$ cat config.mk
export PLATFORM = sky130hd
export DESIGN_NAME = ped_ctrl
export DESIGN_NICKNAME = d
export VERILOG_FILES = /design/src/design/ped_pkg.sv /design/src/design/ped_ctrl.sv
export SDC_FILE = /design/constraint.sdc
export NUM_CORES = 1
export LEC_CHECK = 0
export BUFFER_PORTS_ARGS = -buffer_cell sky130_fd_sc_hd__buf_2
export CORE_MARGIN = 2
export CORE_UTILIZATION = 55
export DETAILED_ROUTE_END_ITERATION = 8
export PLACE_DENSITY = 0.86
export SYNTH_ARGS = -nofsm -noshare
export SYNTH_HDL_FRONTEND = slang
export SYNTH_SLANG_ARGS = --single-unit
$ cat constraint.sdc
create_clock -name clk_i -period 3.55 [get_ports clk_i]
set_input_delay 1.065 -clock clk_i [delete_from_list [all_inputs] [get_ports clk_i]]
set_output_delay 1.065 -clock clk_i [all_outputs]
set_load 0.05 [all_outputs]
$ cat src/design/ped_pkg.sv
package ped_pkg;

  localparam int MAX_TERMS = 16;
  localparam int COEF_BITS = 8;
  localparam int IDX_W     = $clog2(MAX_TERMS);
  localparam int LCNT_W    = $clog2(MAX_TERMS + 1);

  typedef logic [COEF_BITS-1:0] coef_t;
  typedef logic [IDX_W-1:0]     idx_t;

  // datapath operations issued by the controller
  typedef enum logic [4:0] {
    OP_NONE,
    OP_LOAD,
    OP_INIT,
    OP_RED_GO,
    OP_RED_WR,
    OP_SCAN_INIT,
    OP_SCAN_B,
    OP_INV_INIT,
    OP_INV_GO,
    OP_INV_WR,
    OP_SCAN_T,
    OP_T_GO,
    OP_T_WR,
    OP_SUB_GO,
    OP_SUB_WR,
    OP_T_END,
    OP_COF_INIT,
    OP_COF_GO,
    OP_COF_WR,
    OP_COF_NEXT,
    OP_SWAP,
    OP_SCAN_O,
    OP_OUT_LD
  } dp_op_e;

  typedef struct packed {
    dp_op_e op;
  } dp_cmd_t;

  typedef struct packed {
    logic load_full;
    logic i_last;
    logic mul_busy;
    logic rb_nz;
    logic k_zero;
    logic e_zero;
    logic tm_nz;
    logic k_lt_db;
    logic db_zero;
    logic i_eq_dbm1;
    logic q_nz;
    logic o_nz;
    logic out_last;
  } dp_sts_t;

  // (a - b) mod p for a, b below p
  function automatic coef_t sub_mod(coef_t a, coef_t b, coef_t p);
    logic [COEF_BITS:0] s;
    s = {1'b0, a} - {1'b0, b};
    if (a < b) s = s + {1'b0, p};
    return s[COEF_BITS-1:0];
  endfunction

endpackage

$ cat src/design/ped_ctrl.sv
module ped_ctrl import ped_pkg::*; (
  input  logic    clk_i,
  input  logic    rst_ni,
  input  logic    in_valid_i,
  input  logic    in_last_i,
  output logic    in_ready_o,
  output logic    out_valid_o,
  input  logic    out_ready_i,
  input  dp_sts_t sts_i,
  output dp_cmd_t cmd_o
);

  localparam logic [4:0] S_LOAD     = 5'd0;
  localparam logic [4:0] S_START    = 5'd1;
  localparam logic [4:0] S_RED_GO   = 5'd2;
  localparam logic [4:0] S_RED_W    = 5'd3;
  localparam logic [4:0] S_DB_INIT  = 5'd4;
  localparam logic [4:0] S_DB_SCAN  = 5'd5;
  localparam logic [4:0] S_INV_INIT = 5'd6;
  localparam logic [4:0] S_INV_CHK  = 5'd7;
  localparam logic [4:0] S_INV_W    = 5'd8;
  localparam logic [4:0] S_DR_INIT  = 5'd9;
  localparam logic [4:0] S_DR_SCAN  = 5'd10;
  localparam logic [4:0] S_T_GO     = 5'd11;
  localparam logic [4:0] S_T_W      = 5'd12;
  localparam logic [4:0] S_SUB_GO   = 5'd13;
  localparam logic [4:0] S_SUB_W    = 5'd14;
  localparam logic [4:0] S_T_END    = 5'd15;
  localparam logic [4:0] S_COF_INIT = 5'd16;
  localparam logic [4:0] S_COF_CHK  = 5'd17;
  localparam logic [4:0] S_COF_W    = 5'd18;
  localparam logic [4:0] S_SWAP     = 5'd19;
  localparam logic [4:0] S_OUT_INIT = 5'd20;
  localparam logic [4:0] S_OUT_SCAN = 5'd21;
  localparam logic [4:0] S_OUT_LD   = 5'd22;
  localparam logic [4:0] S_OUT_W    = 5'd23;

  logic [4:0] state_q, state_d;

  // sequencing of loading, reduction, the division rounds and result output
  always_comb begin
    state_d    = state_q;
    cmd_o.op   = OP_NONE;
    in_ready_o = 1'b0;
    out_valid_o = 1'b0;
    case (state_q)
      S_LOAD: begin
        in_ready_o = 1'b1;
        if (in_valid_i) begin
          cmd_o.op = OP_LOAD;
          if (in_last_i || sts_i.load_full) state_d = S_START;
        end
      end
      S_START: begin
        cmd_o.op = OP_INIT;
        state_d  = S_RED_GO;
      end
      S_RED_GO: begin
        cmd_o.op = OP_RED_GO;
        state_d  = S_RED_W;
      end
      S_RED_W: begin
        if (!sts_i.mul_busy) begin
          cmd_o.op = OP_RED_WR;
          state_d  = sts_i.i_last ? S_DB_INIT : S_RED_GO;
        end
      end
      S_DB_INIT: begin
        cmd_o.op = OP_SCAN_INIT;
        state_d  = S_DB_SCAN;
      end
      S_DB_SCAN: begin
        cmd_o.op = OP_SCAN_B;
        if (sts_i.rb_nz) state_d = S_INV_INIT;
        else if (sts_i.k_zero) state_d = S_OUT_INIT;
      end
      S_INV_INIT: begin
        cmd_o.op = OP_INV_INIT;
        state_d  = S_INV_CHK;
      end
      S_INV_CHK: begin
        if (sts_i.e_zero) begin
          state_d = S_DR_INIT;
        end else begin
          cmd_o.op = OP_INV_GO;
          state_d  = S_INV_W;
        end
      end
      S_INV_W: begin
        if (!sts_i.mul_busy) begin
          cmd_o.op = OP_INV_WR;
          state_d  = S_INV_CHK;
        end
      end
      S_DR_INIT: begin
        cmd_o.op = OP_SCAN_INIT;
        state_d  = S_DR_SCAN;
      end
      S_DR_SCAN: begin
        cmd_o.op = OP_SCAN_T;
        if (sts_i.k_lt_db) state_d = S_COF_INIT;
        else if (sts_i.tm_nz) state_d = S_T_GO;
        else if (sts_i.k_zero) state_d = S_COF_INIT;
      end
      S_T_GO: begin
        cmd_o.op = OP_T_GO;
        state_d  = S_T_W;
      end
      S_T_W: begin
        if (!sts_i.mul_busy) begin
          cmd_o.op = OP_T_WR;
          state_d  = sts_i.db_zero ? S_T_END : S_SUB_GO;
        end
      end
      S_SUB_GO: begin
        cmd_o.op = OP_SUB_GO;
        state_d  = S_SUB_W;
      end
      S_SUB_W: begin
        if (!sts_i.mul_busy) begin
          cmd_o.op = OP_SUB_WR;
          state_d  = sts_i.i_eq_dbm1 ? S_T_END : S_SUB_GO;
        end
      end
      S_T_END: begin
        cmd_o.op = OP_T_END;
        state_d  = S_DR_SCAN;
      end
      S_COF_INIT: begin
        cmd_o.op = OP_COF_INIT;
        state_d  = S_COF_CHK;
      end
      S_COF_CHK: begin
        if (sts_i.q_nz) begin
          cmd_o.op = OP_COF_GO;
          state_d  = S_COF_W;
        end else begin
          cmd_o.op = OP_COF_NEXT;
          if (sts_i.i_last) state_d = S_SWAP;
        end
      end
      S_COF_W: begin
        if (!sts_i.mul_busy) begin
          cmd_o.op = OP_COF_WR;
          state_d  = sts_i.i_last ? S_SWAP : S_COF_CHK;
        end
      end
      S_SWAP: begin
        cmd_o.op = OP_SWAP;
        state_d  = S_DB_INIT;
      end
      S_OUT_INIT: begin
        cmd_o.op = OP_SCAN_INIT;
        state_d  = S_OUT_SCAN;
      end
      S_OUT_SCAN: begin
        cmd_o.op = OP_SCAN_O;
        if (sts_i.o_nz || sts_i.k_zero) state_d = S_OUT_LD;
      end
      S_OUT_LD: begin
        cmd_o.op = OP_OUT_LD;
        state_d  = S_OUT_W;
      end
      S_OUT_W: begin
        out_valid_o = 1'b1;
        if (out_ready_i) state_d = sts_i.out_last ? S_LOAD : S_OUT_LD;
      end
      default: state_d = S_LOAD;
    endcase
  end

  always_ff @(posedge clk_i or negedge rst_ni) begin
    if (!rst_ni) state_q <= S_LOAD;
    else         state_q <= state_d;
  end

  // input and output sides never open together
  a_no_overlap: assert property (@(posedge clk_i) disable iff (!rst_ni)
    !(in_ready_o && out_valid_o))
    else $error("input and output open together");

  // the final item of an answer returns to loading
  a_last_to_load: assert property (@(posedge clk_i) disable iff (!rst_ni)
    (out_valid_o && out_ready_i && sts_i.out_last) |=> in_ready_o)
    else $error("not loading after final item");

  // a result write only follows a finished multiply
  a_wr_after_mul: assert property (@(posedge clk_i) disable iff (!rst_ni)
    (cmd_o.op == OP_RED_WR || cmd_o.op == OP_INV_WR || cmd_o.op == OP_T_WR ||
     cmd_o.op == OP_SUB_WR || cmd_o.op == OP_COF_WR) |-> !sts_i.mul_busy)
    else $error("write while multiplier busy");

endmodule

==> impl_metrics.yaml <==
run_status:
  status: "completed"
die:
  start_util: 0.5866
  die-area_um2: 1923
  die_width_um: 43.85
  fp.dieH_um: 43.85
  fp-row-count: 14
  core_area_um2: 1489
  top_level_ports: 25
place:
  dp_hpwl_mm: 1.608
  post-place-cells: 153
  gp_congestion: 0.9010
  dpl_cell_area_um2: 967.2
  io_buffers: 24
synth:
  synth_area_um2: 873.3
  synthCells: 124
  synthesis.nets: 142
  synthArstFlopShare: 1.000
  synth-seq-cells: 5
  netlist-cell-type-count: 41
  yosys_warnings: 0
  seq_area_frac_synth: 0.1433
  synth_edf_count: 0
  avgSynthCellArea_um2: 7.043
  yosys_most_used_dff: "dfrtp_1"
clock_tree:
  clockRootBuffer: "clkbuf_4"
  cts_hold_buf: 0
  clockBufferDepth: 2
  cts_sinks: 5
  cts_max_level: 1
  path_clk_slew_ns: 0.04
  clock_latency_ns: 0.24
  cts_resized: 0
  postCtsSetupBuffers: 0
  cts_buffers: 3
  cts_tree: "done"
setup_path:
  start_kind: "primary input"
  cpMaxStageDelayCell: "buf_2"
  arrival_ns: 2.04
  setup.worst_path.class: "in -> out"
  cp_cell_sequence: "buf_2 -> nand2b_1 -> a21oi_1 -> a211oi_1 -> a21oi_1 -> nor2_1 -> buf_2"
  crit_family: "buffers and inverters"
  worstSetupPathDepth: 7
  worst-path-buf-inv: 2
  rr_worst_depth: 5
  critPathMaxFanout: 8
  crit_required_ns: 2.48
  cp-end-kind: "output port"
  cpPeakStageDelay_ns: 0.26
routing:
  avgRoutedWirePerCell_um: 14.35
  drtPass1Iterations: 4
  ant_nets: 0
  wirelength_mm: 2.253
  drc: 0
  vias_per_cell: 6.344
  vias: 996
  drt_first_iter_violations: 51
worst_hold_path:
  hold_path_class: "in -> async"
finish:
  largest_reg_flops: 5
  reg_top3: "state_q x5"
  n_antenna_cell: 0
  fill_cells: 126
  top_register: "state_q"
  layout.nets: 160
  stdcell_count: 157
  design_area_um2: 993.5
  drive_gt1_frac: 0.2553
  synthToLayoutAreaGrowth_pct: 13.75
timing:
  rsz0062_at_grt: "false"
  worstMarginPinSlew_ns: 0.8321
  fmax_mhz: 322.4
  fin_crit_sh: 0.8736
  finalClockSkew_ns: 0.001210
  hold_viol_final: 0
  finalSetupTns_ns: 0
  drv_slew: 0
  setup_viol: 0
  slew_headroom: 0.4452
  post-route-min-period_ns: 3.101
global_routing:
  grt_pass1_wl_mm: 3.974
  grt_max_degree: 31
  grt_use_total: 0.2656
  grt_pass1_vias: 864
  grt_overflow: 0
  antenna_found_initial: 0
flow_run:
  maxCapViolations: 0
pwr:
  power_density_nw_per_um2: 1061
  ir_drop_mv: 0.8083
  leakagePower_nw: 0.4277
==> cells by family after synthesis <==
kind of cell	after synthesis	synth area share
and+or+nand+nor	50	0.3267
AOI/OAI and AO/OA	44	0.3525
buffers and inverters	18	0.09168
muxes	7	0.08596
DFF	5	0.1433
==> synth_stat cells, types with 2 or more instances <==
master | count | area share
a21oi_1 | 16 | 0.092
nor3_1 | 7 | 0.040
mux2_2 | 4 | 0.052
nand2_1 | 7 | 0.030
nor2b_1 | 8 | 0.057
nor2_1 | 11 | 0.047
dfrtp_1 | 5 | 0.14
buf_2 | 4 | 0.023
o21ai_0 | 6 | 0.034
o21bai_1 | 2 | 0.017
buf_4 | 2 | 0.017
nand3b_1 | 2 | 0.017
inv_1 | 5 | 0.021
nand2b_1 | 4 | 0.029
a22oi_1 | 3 | 0.026
clkbuf_1 | 4 | 0.017
a2111oi_0 | 2 | 0.020
o22ai_1 | 2 | 0.014
mux2i_1 | 3 | 0.034
nand3_1 | 3 | 0.017
buf_1 | 3 | 0.013
a211oi_1 | 2 | 0.017
==> where the power goes <==
part	total [mW]	internal (mW)	switching [mW]	leakage [nW]
clock	0.0633	0.0423	0.0210	0.0150
combinational	0.755	0.313	0.442	0.351
sequential	0.235	0.0841	0.151	0.0612
==> final cells by class <==
| type | count | area (um^2) | share of cell area |
|---|---|---|---|
| multi-input combinational | 101 | 668.1 | 0.6725 |
| timing repair buffer | 26 | 135.1 | 0.1360 |
| clock buffer | 4 | 26.28 | 0.02645 |
| sequential | 5 | 125.1 | 0.1259 |
| tap | 16 | 20.02 | 0.02015 |
| inverter | 5 | 18.77 | 0.01889 |
==> worst reg2reg max path, stage by stage (launching register included) <==
cell       delay [ns]
dfrtp_1          0.82
nand2b_1         0.21
a21oi_1          0.17
o32ai_1          0.14
a2111oi_4        0.58
mux2_2           0.39
==> cells in the final DEF (no fill, tap or decap), types with 2 or more instances in the layout <==
cell type and count:
nand3b_1 2, o22ai_1 2, a22oi_1 3, nor2b_1 8, o21bai_1 2, mux2i_1 3
buf_2 24, clkbuf_4 3, nand2b_1 4, nand3_1 3, nor2_1 11, mux2_2 4
o21ai_0 6, a21oi_1 16, a2111oi_0 2, nand2_1 7, a211oi_1 2, inv_1 5
buf_4 2, nor3_1 7, dfrtp_1 5
==> worst paths after layout <==
path	start	to	slack [ns]
min	rst_ni	state_q[3]$_DFFE_PN0P_	0.63
min in group clk_i	state_q[0]$_DFFE_PN0P_	state_q[0]$_DFFE_PN0P_	0.99
max in group asynchronous	rst_ni	state_q[2]$_DFFE_PN0P_	2.80
min reg2reg	state_q[0]$_DFFE_PN0P_	state_q[0]$_DFFE_PN0P_	0.99
max reg2reg	state_q[1]$_DFFE_PN0P_	state_q[2]$_DFFE_PN0P_	1.12
max	sts_i[10]	cmd_o[2]	0.45
==> per-layer routing <==
layer | routed length (um) | vias up | track usage
met5 | 0 | - | 0
met4 | 39 | 0 | 0.09697
met3 | 130 | 5 | 0
met2 | 1145 | 43 | 0.4471
met1 | 937 | 455 | 0.3657
li1 | - | 493 | -
==> through the flow <==
stage | total power, mW | utilization | hold WS, ns | setup slack (ns)
after CTS | 1.047 | 0.6672 | 0.6211 | 0.4410
after global placement | 0.9598 | 0.6496 | 0.8766 | 0.4783
final | 1.054 | 0.6672 | 0.6288 | 0.4487
after detailed placement | 0.9776 | 0.6496 | 0.8800 | 0.4425
after floorplan | 0.8465 | - | 0.7694 | 0.1683
after global routing | 1.149 | 0.6672 | 0.6326 | 0.3202
Note: power is estimated with default switching activity, not from simulation.
