File: src/design/ped_pkg.sv
package ped_pkg;

  localparam int MAX_TERMS = 16;
  localparam int COEF_BITS = 8;
  localparam int IDX_W     = $clog2(MAX_TERMS);
  localparam int LCNT_W    = $clog2(MAX_TERMS + 1);

  typedef logic [COEF_BITS-1:0] coef_t;
  typedef logic [IDX_W-1:0]     idx_t;

  // datapath operations issued by the controller
  typedef enum logic [4:0] {
    OP_NONE,
    OP_LOAD,
    OP_INIT,
    OP_RED_GO,
    OP_RED_WR,
    OP_SCAN_INIT,
    OP_SCAN_B,
    OP_INV_INIT,
    OP_INV_GO,
    OP_INV_WR,
    OP_SCAN_T,
    OP_T_GO,
    OP_T_WR,
    OP_SUB_GO,
    OP_SUB_WR,
    OP_T_END,
    OP_COF_INIT,
    OP_COF_GO,
    OP_COF_WR,
    OP_COF_NEXT,
    OP_SWAP,
    OP_SCAN_O,
    OP_OUT_LD
  } dp_op_e;

  typedef struct packed {
    dp_op_e op;
  } dp_cmd_t;

  typedef struct packed {
    logic load_full;
    logic i_last;
    logic mul_busy;
    logic rb_nz;
    logic k_zero;
    logic e_zero;
    logic tm_nz;
    logic k_lt_db;
    logic db_zero;
    logic i_eq_dbm1;
    logic q_nz;
    logic o_nz;
    logic out_last;
  } dp_sts_t;

  // (a - b) mod p for a, b below p
  function automatic coef_t sub_mod(coef_t a, coef_t b, coef_t p);
    logic [COEF_BITS:0] s;
    s = {1'b0, a} - {1'b0, b};
    if (a < b) s = s + {1'b0, p};
    return s[COEF_BITS-1:0];
  endfunction

endpackage

File: src/design/ped_mulmod.sv
module ped_mulmod import ped_pkg::*; (
  input  logic  clk_i,
  input  logic  rst_ni,
  input  logic  start_i,
  input  coef_t mcand_i,
  input  coef_t mplier_i,
  input  coef_t modulus_i,
  output logic  busy_o,
  output coef_t product_o
);

  localparam int STEP_W = $clog2(COEF_BITS + 1);

  logic              busy_q;
  logic [STEP_W-1:0] step_q;
  coef_t             acc_q, acc_d;
  coef_t             cand_q;
  coef_t             mpl_q;
  logic [COEF_BITS:0] dbl, dred, sum, sred;

  // one shift-add step, multiplier msb first
  always_comb begin
    dbl  = {acc_q, 1'b0};
    dred = (dbl >= {1'b0, modulus_i}) ? dbl - {1'b0, modulus_i} : dbl;
    sum  = {1'b0, dred[COEF_BITS-1:0]} + {1'b0, cand_q};
    sred = (sum >= {1'b0, modulus_i}) ? sum - {1'b0, modulus_i} : sum;
    acc_d = mpl_q[COEF_BITS-1] ? sred[COEF_BITS-1:0] : dred[COEF_BITS-1:0];
  end

  // step control
  always_ff @(posedge clk_i or negedge rst_ni) begin
    if (!rst_ni) begin
      busy_q <= 1'b0;
      step_q <= '0;
    end else if (start_i) begin
      busy_q <= 1'b1;
      step_q <= STEP_W'(COEF_BITS);
    end else if (busy_q) begin
      step_q <= step_q - 1'b1;
      if (step_q == STEP_W'(1)) busy_q <= 1'b0;
    end
  end

  // operands and accumulator
  always_ff @(posedge clk_i) begin
    if (start_i) begin
      acc_q  <= '0;
      cand_q <= mcand_i;
      mpl_q  <= mplier_i;
    end else if (busy_q) begin
      acc_q <= acc_d;
      mpl_q <= {mpl_q[COEF_BITS-2:0], 1'b0};
    end
  end

  assign busy_o    = busy_q;
  assign product_o = acc_q;

endmodule

File: src/design/ped_dp.sv
module ped_dp import ped_pkg::*; (
  input  logic    clk_i,
  input  logic    rst_ni,
  input  dp_cmd_t cmd_i,
  output dp_sts_t sts_o,
  input  logic    cfg_we_i,
  input  coef_t   cfg_wdata_i,
  input  coef_t   coef_a_i,
  input  coef_t   coef_b_i,
  output coef_t   gcd_o,
  output coef_t   x_o,
  output coef_t   y_o,
  output logic    last_o
);

  coef_t ra_q [MAX_TERMS];
  coef_t rb_q [MAX_TERMS];
  coef_t tm_q [MAX_TERMS];
  coef_t q_q  [MAX_TERMS];
  coef_t xp_q [MAX_TERMS];
  coef_t xc_q [MAX_TERMS];
  coef_t yp_q [MAX_TERMS];
  coef_t yc_q [MAX_TERMS];

  coef_t             p_q;
  logic [LCNT_W-1:0] cnt_q;
  idx_t              i_q, j_q, k_q, db_q, dr_q, top_q;
  coef_t             r_q, bb_q, e_q, t_q;
  coef_t             gcd_q, x_q, y_q;
  logic              last_q;

  idx_t  ra_idx, rb_idx, tm_idx, xp_idx, sidx, pidx;
  coef_t ra_rd, rb_rd, tm_rd, q_rd, xp_rd, xc_rd, yp_rd, yc_rd;
  logic [IDX_W:0] ij_sum;
  logic  mul_start;
  coef_t a_cand, a_mpl, b_cand, b_mpl, a_prod, b_prod;
  logic  a_busy, b_busy;

  // read ports, one address per store
  always_comb begin
    sidx   = i_q + dr_q - db_q;
    pidx   = i_q + j_q;
    ij_sum = {1'b0, i_q} + {1'b0, j_q};
    ra_idx = (cmd_i.op == OP_SCAN_O) ? k_q : i_q;
    case (cmd_i.op)
      OP_SCAN_B:   rb_idx = k_q;
      OP_INV_INIT: rb_idx = db_q;
      default:     rb_idx = i_q;
    endcase
    case (cmd_i.op)
      OP_SCAN_T: tm_idx = k_q;
      OP_SUB_WR: tm_idx = sidx;
      default:   tm_idx = dr_q;
    endcase
    case (cmd_i.op)
      OP_SCAN_O: xp_idx = k_q;
      OP_COF_WR: xp_idx = pidx;
      default:   xp_idx = i_q;
    endcase
    ra_rd = ra_q[ra_idx];
    rb_rd = rb_q[rb_idx];
    tm_rd = tm_q[tm_idx];
    q_rd  = q_q[j_q];
    xp_rd = xp_q[xp_idx];
    yp_rd = yp_q[xp_idx];
    xc_rd = xc_q[i_q];
    yc_rd = yc_q[i_q];
  end

  // multiplier operands
  always_comb begin
    mul_start = 1'b0;
    a_cand = COEF_BITS'(1);
    a_mpl  = ra_rd;
    b_cand = COEF_BITS'(1);
    b_mpl  = rb_rd;
    case (cmd_i.op)
      OP_RED_GO: mul_start = 1'b1;
      OP_INV_GO: begin
        mul_start = 1'b1;
        a_cand = r_q;  a_mpl = bb_q;
        b_cand = bb_q; b_mpl = bb_q;
      end
      OP_T_GO: begin
        mul_start = 1'b1;
        a_cand = r_q; a_mpl = tm_rd;
      end
      OP_SUB_GO: begin
        mul_start = 1'b1;
        a_cand = t_q; a_mpl = rb_rd;
      end
      OP_COF_GO: begin
        mul_start = 1'b1;
        a_cand = xc_rd; a_mpl = q_rd;
        b_cand = yc_rd; b_mpl = q_rd;
      end
      default: mul_start = 1'b0;
    endcase
  end

  ped_mulmod u_mul_a (
    .clk_i     (clk_i),
    .rst_ni    (rst_ni),
    .start_i   (mul_start),
    .mcand_i   (a_cand),
    .mplier_i  (a_mpl),
    .modulus_i (p_q),
    .busy_o    (a_busy),
    .product_o (a_prod)
  );

  ped_mulmod u_mul_b (
    .clk_i     (clk_i),
    .rst_ni    (rst_ni),
    .start_i   (mul_start),
    .mcand_i   (b_cand),
    .mplier_i  (b_mpl),
    .modulus_i (p_q),
    .busy_o    (b_busy),
    .product_o (b_prod)
  );

  // status to the controller
  always_comb begin
    sts_o.load_full = (cnt_q == LCNT_W'(MAX_TERMS - 1));
    sts_o.i_last    = (i_q == IDX_W'(MAX_TERMS - 1));
    sts_o.mul_busy  = a_busy | b_busy;
    sts_o.rb_nz     = (rb_rd != '0);
    sts_o.k_zero    = (k_q == '0);
    sts_o.e_zero    = (e_q == '0);
    sts_o.tm_nz     = (tm_rd != '0);
    sts_o.k_lt_db   = (k_q < db_q);
    sts_o.db_zero   = (db_q == '0);
    sts_o.i_eq_dbm1 = (i_q == db_q - 1'b1);
    sts_o.q_nz      = (q_rd != '0);
    sts_o.o_nz      = (ra_rd != '0) || (xp_rd != '0) || (yp_rd != '0);
    sts_o.out_last  = last_q;
  end

  // modulus register, values below two act as two
  always_ff @(posedge clk_i or negedge rst_ni) begin
    if (!rst_ni) begin
      p_q <= COEF_BITS'(2);
    end else if (cfg_we_i) begin
      p_q <= (cfg_wdata_i < COEF_BITS'(2)) ? COEF_BITS'(2) : cfg_wdata_i;
    end
  end

  // load counter
  always_ff @(posedge clk_i or negedge rst_ni) begin
    if (!rst_ni) begin
      cnt_q <= '0;
    end else if (cmd_i.op == OP_LOAD) begin
      cnt_q <= cnt_q + 1'b1;
    end else if (cmd_i.op == OP_INIT) begin
      cnt_q <= '0;
    end
  end

  // stores, indexes and scalar work registers
  always_ff @(posedge clk_i) begin
    case (cmd_i.op)
      OP_LOAD: begin
        ra_q[cnt_q[IDX_W-1:0]] <= coef_a_i;
        rb_q[cnt_q[IDX_W-1:0]] <= coef_b_i;
      end
      OP_INIT: begin
        for (int n = 0; n < MAX_TERMS; n++) begin
          if (LCNT_W'(n) >= cnt_q) begin
            ra_q[n] <= '0;
            rb_q[n] <= '0;
          end
          xp_q[n] <= (n == 0) ? COEF_BITS'(1) : '0;
          xc_q[n] <= '0;
          yp_q[n] <= '0;
          yc_q[n] <= (n == 0) ? COEF_BITS'(1) : '0;
        end
        i_q <= '0;
      end
      OP_RED_WR: begin
        ra_q[i_q] <= a_prod;
        rb_q[i_q] <= b_prod;
        i_q <= i_q + 1'b1;
      end
      OP_SCAN_INIT: begin
        k_q <= IDX_W'(MAX_TERMS - 1);
        i_q <= '0;
      end
      OP_SCAN_B: begin
        if (rb_rd != '0) db_q <= k_q;
        else             k_q  <= k_q - 1'b1;
      end
      OP_INV_INIT: begin
        for (int n = 0; n < MAX_TERMS; n++) begin
          tm_q[n] <= ra_q[n];
          q_q[n]  <= '0;
        end
        r_q  <= COEF_BITS'(1);
        bb_q <= rb_rd;
        e_q  <= p_q - COEF_BITS'(2);
      end
      OP_INV_WR: begin
        if (e_q[0]) r_q <= a_prod;
        bb_q <= b_prod;
        e_q  <= e_q >> 1;
      end
      OP_SCAN_T: begin
        if (tm_rd != '0) dr_q <= k_q;
        else             k_q  <= k_q - 1'b1;
      end
      OP_T_WR: begin
        t_q <= a_prod;
        q_q[dr_q - db_q] <= a_prod;
        i_q <= '0;
      end
      OP_SUB_WR: begin
        tm_q[sidx] <= sub_mod(tm_rd, a_prod, p_q);
        i_q <= i_q + 1'b1;
      end
      OP_T_END: begin
        tm_q[dr_q] <= '0;
        k_q <= dr_q;
      end
      OP_COF_INIT: begin
        i_q <= '0;
        j_q <= '0;
      end
      OP_COF_GO: begin
        i_q <= i_q;
      end
      OP_COF_NEXT, OP_COF_WR: begin
        if (cmd_i.op == OP_COF_WR) begin
          xp_q[pidx] <= sub_mod(xp_rd, a_prod, p_q);
          yp_q[pidx] <= sub_mod(yp_rd, b_prod, p_q);
        end
        if (ij_sum == (IDX_W + 1)'(MAX_TERMS - 1)) begin
          i_q <= i_q + 1'b1;
          j_q <= '0;
        end else begin
          j_q <= j_q + 1'b1;
        end
      end
      OP_SWAP: begin
        for (int n = 0; n < MAX_TERMS; n++) begin
          xp_q[n] <= xc_q[n];
          xc_q[n] <= xp_q[n];
          yp_q[n] <= yc_q[n];
          yc_q[n] <= yp_q[n];
          ra_q[n] <= rb_q[n];
          rb_q[n] <= tm_q[n];
        end
      end
      OP_SCAN_O: begin
        if ((ra_rd != '0) || (xp_rd != '0) || (yp_rd != '0) || (k_q == '0)) top_q <= k_q;
        else k_q <= k_q - 1'b1;
      end
      OP_OUT_LD: begin
        gcd_q  <= ra_rd;
        x_q    <= xp_rd;
        y_q    <= yp_rd;
        last_q <= (i_q == top_q);
        i_q    <= i_q + 1'b1;
      end
      default: begin
        i_q <= i_q;
      end
    endcase
  end

  assign gcd_o  = gcd_q;
  assign x_o    = x_q;
  assign y_o    = y_q;
  assign last_o = last_q;

endmodule

File: config.mk
export PLATFORM = sky130hd
export DESIGN_NAME = ped_dp
export DESIGN_NICKNAME = d
export VERILOG_FILES = /design/src/design/ped_pkg.sv /design/src/design/ped_mulmod.sv /design/src/design/ped_dp.sv
export SDC_FILE = /design/constraint.sdc
export NUM_CORES = 2
export LEC_CHECK = 0
export BUFFER_PORTS_ARGS = -buffer_cell sky130_fd_sc_hd__buf_2
export CORE_MARGIN = 2
export CORE_UTILIZATION = 40
export CTS_CLUSTER_SIZE = 24
export DETAILED_ROUTE_END_ITERATION = 8
export RECOVER_POWER = 100
export SYNTH_ARGS = -nofsm -noshare
export SYNTH_HDL_FRONTEND = slang
export SYNTH_HIERARCHICAL = 1
export SYNTH_SLANG_ARGS = --single-unit
File: constraint.sdc
create_clock -name clk_i -period 9.3 [get_ports clk_i]
set_input_delay 1.395 -clock clk_i [delete_from_list [all_inputs] [get_ports clk_i]]
set_output_delay 1.395 -clock clk_i [all_outputs]
set_load 0.02 [all_outputs]
==> summary.md <==
| Metric | Value |
|---|---|
| Antenna violations before repair | `12` |
| Sequence of cells on the critical path | `clkbuf_1, nor3b_1, o21ai_2, a211oi_1, buf_4, mux4_1, nand3_1, nand4_1, buf_4, nor4_1, nand4_1, or3_1, clkbuf_1` |
| CTS Hold Bufs | `0` |
| Fraction of the mapped netlist area in simple logic gates | `a little over an eighth` |
| Number of different library cells in the post-synthesis netlist | `between 90 and 100` |
| Crit path time final | `8.64 ns` |
| Failing checks | `max-capacitance violations, max-slew violations` |
| Net switching power | `6.70 mW` |
| Highest cell delay on the worst timing path | `1.41 ns` |
| Arrival time of data at the critical path endpoint | `a little over 7 ns` |
| Post-Synthesis Mean Instance Area | `11.8 um^2` |
| Setup TNS | `0 ns` |
| Proportion of power drawn by the clock network | `between 30 and 40%` |
| Final HPWL from detailed placement | `approximately 140000 um` |
| Clock tree buffer depth | `3` |
| Fmax | `0.116 GHz` |
| Relative max-transition margin | `-300%` |
| Number of buffers and inverters on the critical path | `4` |
| Largest cells by area after synthesis | `sky130_fd_sc_hd__edfxtp_1 (55%), sky130_fd_sc_hd__mux4_2 (8.0%), sky130_fd_sc_hd__o21ai_0 (4.9%), sky130_fd_sc_hd__nand2_1 (4.2%), sky130_fd_sc_hd__ha_1 (2.4%)` |
| Count of max-cap constraint violations | `49` |
| Number of routed nets with antenna violations | `0` |
| Count of placed standard cells in the final layout, fillers left out | `7388` |
| Critical Path End Type | `output pin` |
| EDFF count, synth | `1137` |
| Syn Std Cell Area | `a little over 0.06 mm^2` |
| Cell count of the worst hold path | `2` |
| Critical path class | `primary input to output pin` |
| IO buf count | `69` |
| Floorplan Core Area | `0.154 mm^2` |
| Die area | `about 0.16 mm^2` |
| Number of failing hold endpoints at the final stage | `0` |
| Post-route clock skew | `0.0348 ns` |
| Multiplexer share of the synthesized area | `11.0%` |
| Commonest non-fill, non-tap cells in the layout | `sky130_fd_sc_hd__edfxtp_1 (1137), sky130_fd_sc_hd__nand2_1 (700), sky130_fd_sc_hd__o21ai_0 (605)` |
| Critical path startpoint category | `primary input` |
| Xor and xnor area share after synthesis | `1.34%` |
| Fill cell count | `14200` |
| Via count | `46100` |
| Worst Hold Slack | `approximately 0.54 ns` |
| Kind of cell adding the most delay to the critical path | `buffers and inverters` |
| Critical-path top delay cell | `sky130_fd_sc_hd__a211oi_1` |
| Leakage power summed over all cells | `between 20 and 25 nW` |
| Starting density of the core | `between 40% and 50%` |
| Clock tree from TritonCTS | `built` |
| Top-Level Pins | `70` |
| Clock transition at the registers of the reported paths | `0.06 ns` |
| Worst voltage drop across the vdd grid | `about 200 uV` |
| Post-synthesis sequential area ratio | `a little under three fifths` |
| Cells on worst reg2reg path | `27` |
| Share of layout cells above drive strength 1 | `a little under an eighth` |
| Setup violations, final | `0` |
| Total global-route track usage | `27.1%` |
| Area delta synth->final | `10.9%` |
| Seq pwr share | `35.6%` |
| Number of setup buffers added after CTS | `0` |
| Combinational share of power | `34.2%` |
| Inserted Clock Buffers | `133` |
| Fraction of power spent switching nets | `37.5%` |
| Number of search-and-repair iterations in the first detailed-routing pass | `6` |
| Detailed-route DRC error count | `0` |
| Largest net degree at the start of global routing | `~150` |
| WL final | `218000 um` |
| Design internal power | `11.2 mW` |
| Last weighted congestion value of the routability-driven placer | `0.986` |
| Vias in the first global route | `43900` |
| Number of nets in the finished design | `5409` |
| Number of cells on the critical path | `13` |
| H-tree depth | `4` |
| Iteration-0 DRC Markers | `7038` |
| Die H | `about 400 um` |
| Clk Latency, worst-skew pair | `0.80 ns` |
| Most used flip-flop cell after synthesis | `sky130_fd_sc_hd__edfxtp_1` |
| Final Max Tran Viols | `1685` |
| Transition at the pin with the smallest max-transition slack | `6.00 ns` |
| Routed length per instance | `29.5 um` |
| Path type of the worst min-delay path | `register to register` |
| Dominant combinational cell family by area after synthesis | `simple AND/OR/NAND/NOR gates` |
| Area fraction of the dominant cell type after synthesis | `approximately 55%` |
| Maximum fanout count along the critical path | `26` |
| Placement Rows | `144` |
| Post-synthesis net count | `approximately 5400` |
| Setup repair after global routing missed its margin | `no` |
| Status | `finished, violations left` |
| #FFs+latches synth | `between 1000 and 1500` |
| Arithmetic-cell share of the synthesized area counting full adders, half adders and majority gates | `3.00%` |
| Worst endpoint required time | `a little under 8 ns` |
| Proportion of synthesized flip-flops having asynchronous set or reset | `1.94%` |
| First-pass GRT wire length | `311000 um` |
| Vias per cell | `6.24` |
| TritonCTS Sinks | `~1200` |
| Clock root buffer master | `sky130_fd_sc_hd__clkbuf_16` |
| Power density of the placed cells | `~260 mW/mm^2` |
| Synthesis warning total | `6` |
| CTS resizes | `0` |
| Post-synthesis compound-gate area fraction | `11.0%` |
| Number of instances in the placed design | `7148` |
| Horiz. Die Dim | `397 um` |
| Cell taking the most area after synthesis | `sky130_fd_sc_hd__edfxtp_1` |
| Final period util | `between 90% and 100%` |
| Gr ovfl total | `0` |
| Synthesized instance count | `5255` |
| Most common library cell in the layout ignoring fill and taps | `sky130_fd_sc_hd__edfxtp_1` |
-- tightest hold or removal path: cells and delay by family (launching register included) --
kind               cells  cell delay [ns]
AOI/OAI and AO/OA      1             0.06
and+or+nand+nor        1             0.05
DFF                    1             0.34
-- state kept, by name (all words and copies together) (netlist names), 128 cells and up, named ones only --
| register | flops |
|---|---|
| rb_q | 128 |
| yp_q | 128 |
| q_q | 128 |
| yc_q | 128 |
| tm_q | 128 |
| xp_q | 128 |
| xc_q | 128 |
| ra_q | 128 |
-- stage by stage --
stage	setup slack (ns)	power, mW	utilization, %	instance area, um^2
after floorplan	0.856	10.4	-	61900
after global placement	1.24	12.5	42.1	64800
after detailed placement	1.18	12.6	42.1	64800
after CTS	1.39	17.9	45.0	69200
after global routing	0.500	18.6	44.6	68600
final	0.661	17.9	44.6	68600
-- metal layers --
metal | vias to the layer above | track usage (%) | routed length (um)
li1 | 19600 | - | -
met1 | 23100 | 38.5 | 88600
met2 | 2873 | 40.2 | 95800
met3 | 442 | 6.54 | 25000
met4 | 2 | 9.93 | 8650
met5 | - | 0 | 10
-- power groups by stage --
stage	combinational (mW)	clock [mW]	sequential (mW)
floorplan	4.11	0	6.29
global placement	6.09	0	6.44
detailed placement	6.14	0	6.45
CTS	6.17	5.44	6.34
global route	6.61	5.62	6.36
finish	6.11	5.40	6.35
-- kinds of logic (layout without fill, tap and decap cells) --
family                     count (synthesis)  after routing
buffers and inverters                    535            619
DFF                                     1184           1184
and+or+nand+nor                         1779           1779
adders and majority gates                138            138
AOI/OAI and AO/OA                       1127           1127
muxes                                    397            397
xor gates and xnor gates                  95             95
other                                      0              5
-- cells in the mapped netlist (35+ instances only) --
library cell / n
sky130_fd_sc_hd__nand3_1: 143
sky130_fd_sc_hd__mux4_2: 219
sky130_fd_sc_hd__and3_1: 169
sky130_fd_sc_hd__a21o_1: 35
sky130_fd_sc_hd__o31ai_1: 104
sky130_fd_sc_hd__clkbuf_1: 309
sky130_fd_sc_hd__o21ai_0: 608
sky130_fd_sc_hd__nor3_1: 76
sky130_fd_sc_hd__ha_1: 121
sky130_fd_sc_hd__nand2_1: 699
sky130_fd_sc_hd__inv_1: 149
sky130_fd_sc_hd__a21oi_1: 95
sky130_fd_sc_hd__xnor2_1: 63
sky130_fd_sc_hd__o22ai_1: 46
sky130_fd_sc_hd__mux2i_1: 117
sky130_fd_sc_hd__mux2_2: 60
sky130_fd_sc_hd__and2_1: 126
sky130_fd_sc_hd__nor2_1: 399
sky130_fd_sc_hd__edfxtp_1: 1137
-- layout make-up --
cell class / instances / area [um^2] / share of cell area, %
antenna: 5 / 12.5 / 0.0182
clock buffer: 170 / 3600 / 5.25
clock inverter: 65 / 774 / 1.13
inverter: 156 / 586 / 0.853
multi-input combinational: 3536 / 24600 / 35.9
sequential: 1184 / 35200 / 51.3
tap: 2044 / 2560 / 3.73
timing repair buffer: 228 / 1240 / 1.81
-- final timing paths --
path	from	endpoint	slack, ns
worst max-delay path	cmd_i[1]	sts_o[1]	0.66
worst min-delay path	yc_q[4][3]$_SDFFCE_PN0P_	yp_q[4][3]$_DFFE_PP_	0.54
worst max register to register	dr_q[0]$_DFFE_PP_	tm_q[4][6]$_DFFE_PP_	1.36
worst min register to register	yc_q[4][3]$_SDFFCE_PN0P_	yp_q[4][3]$_DFFE_PP_	0.54
max in group asynchronous	rst_ni	cnt_q[1]$_DFFE_PN0P_	7.21
min in group asynchronous	rst_ni	u_mul_b/busy_o$_DFF_PN0_	1.06
Note: power is estimated with default switching activity, not from simulation.
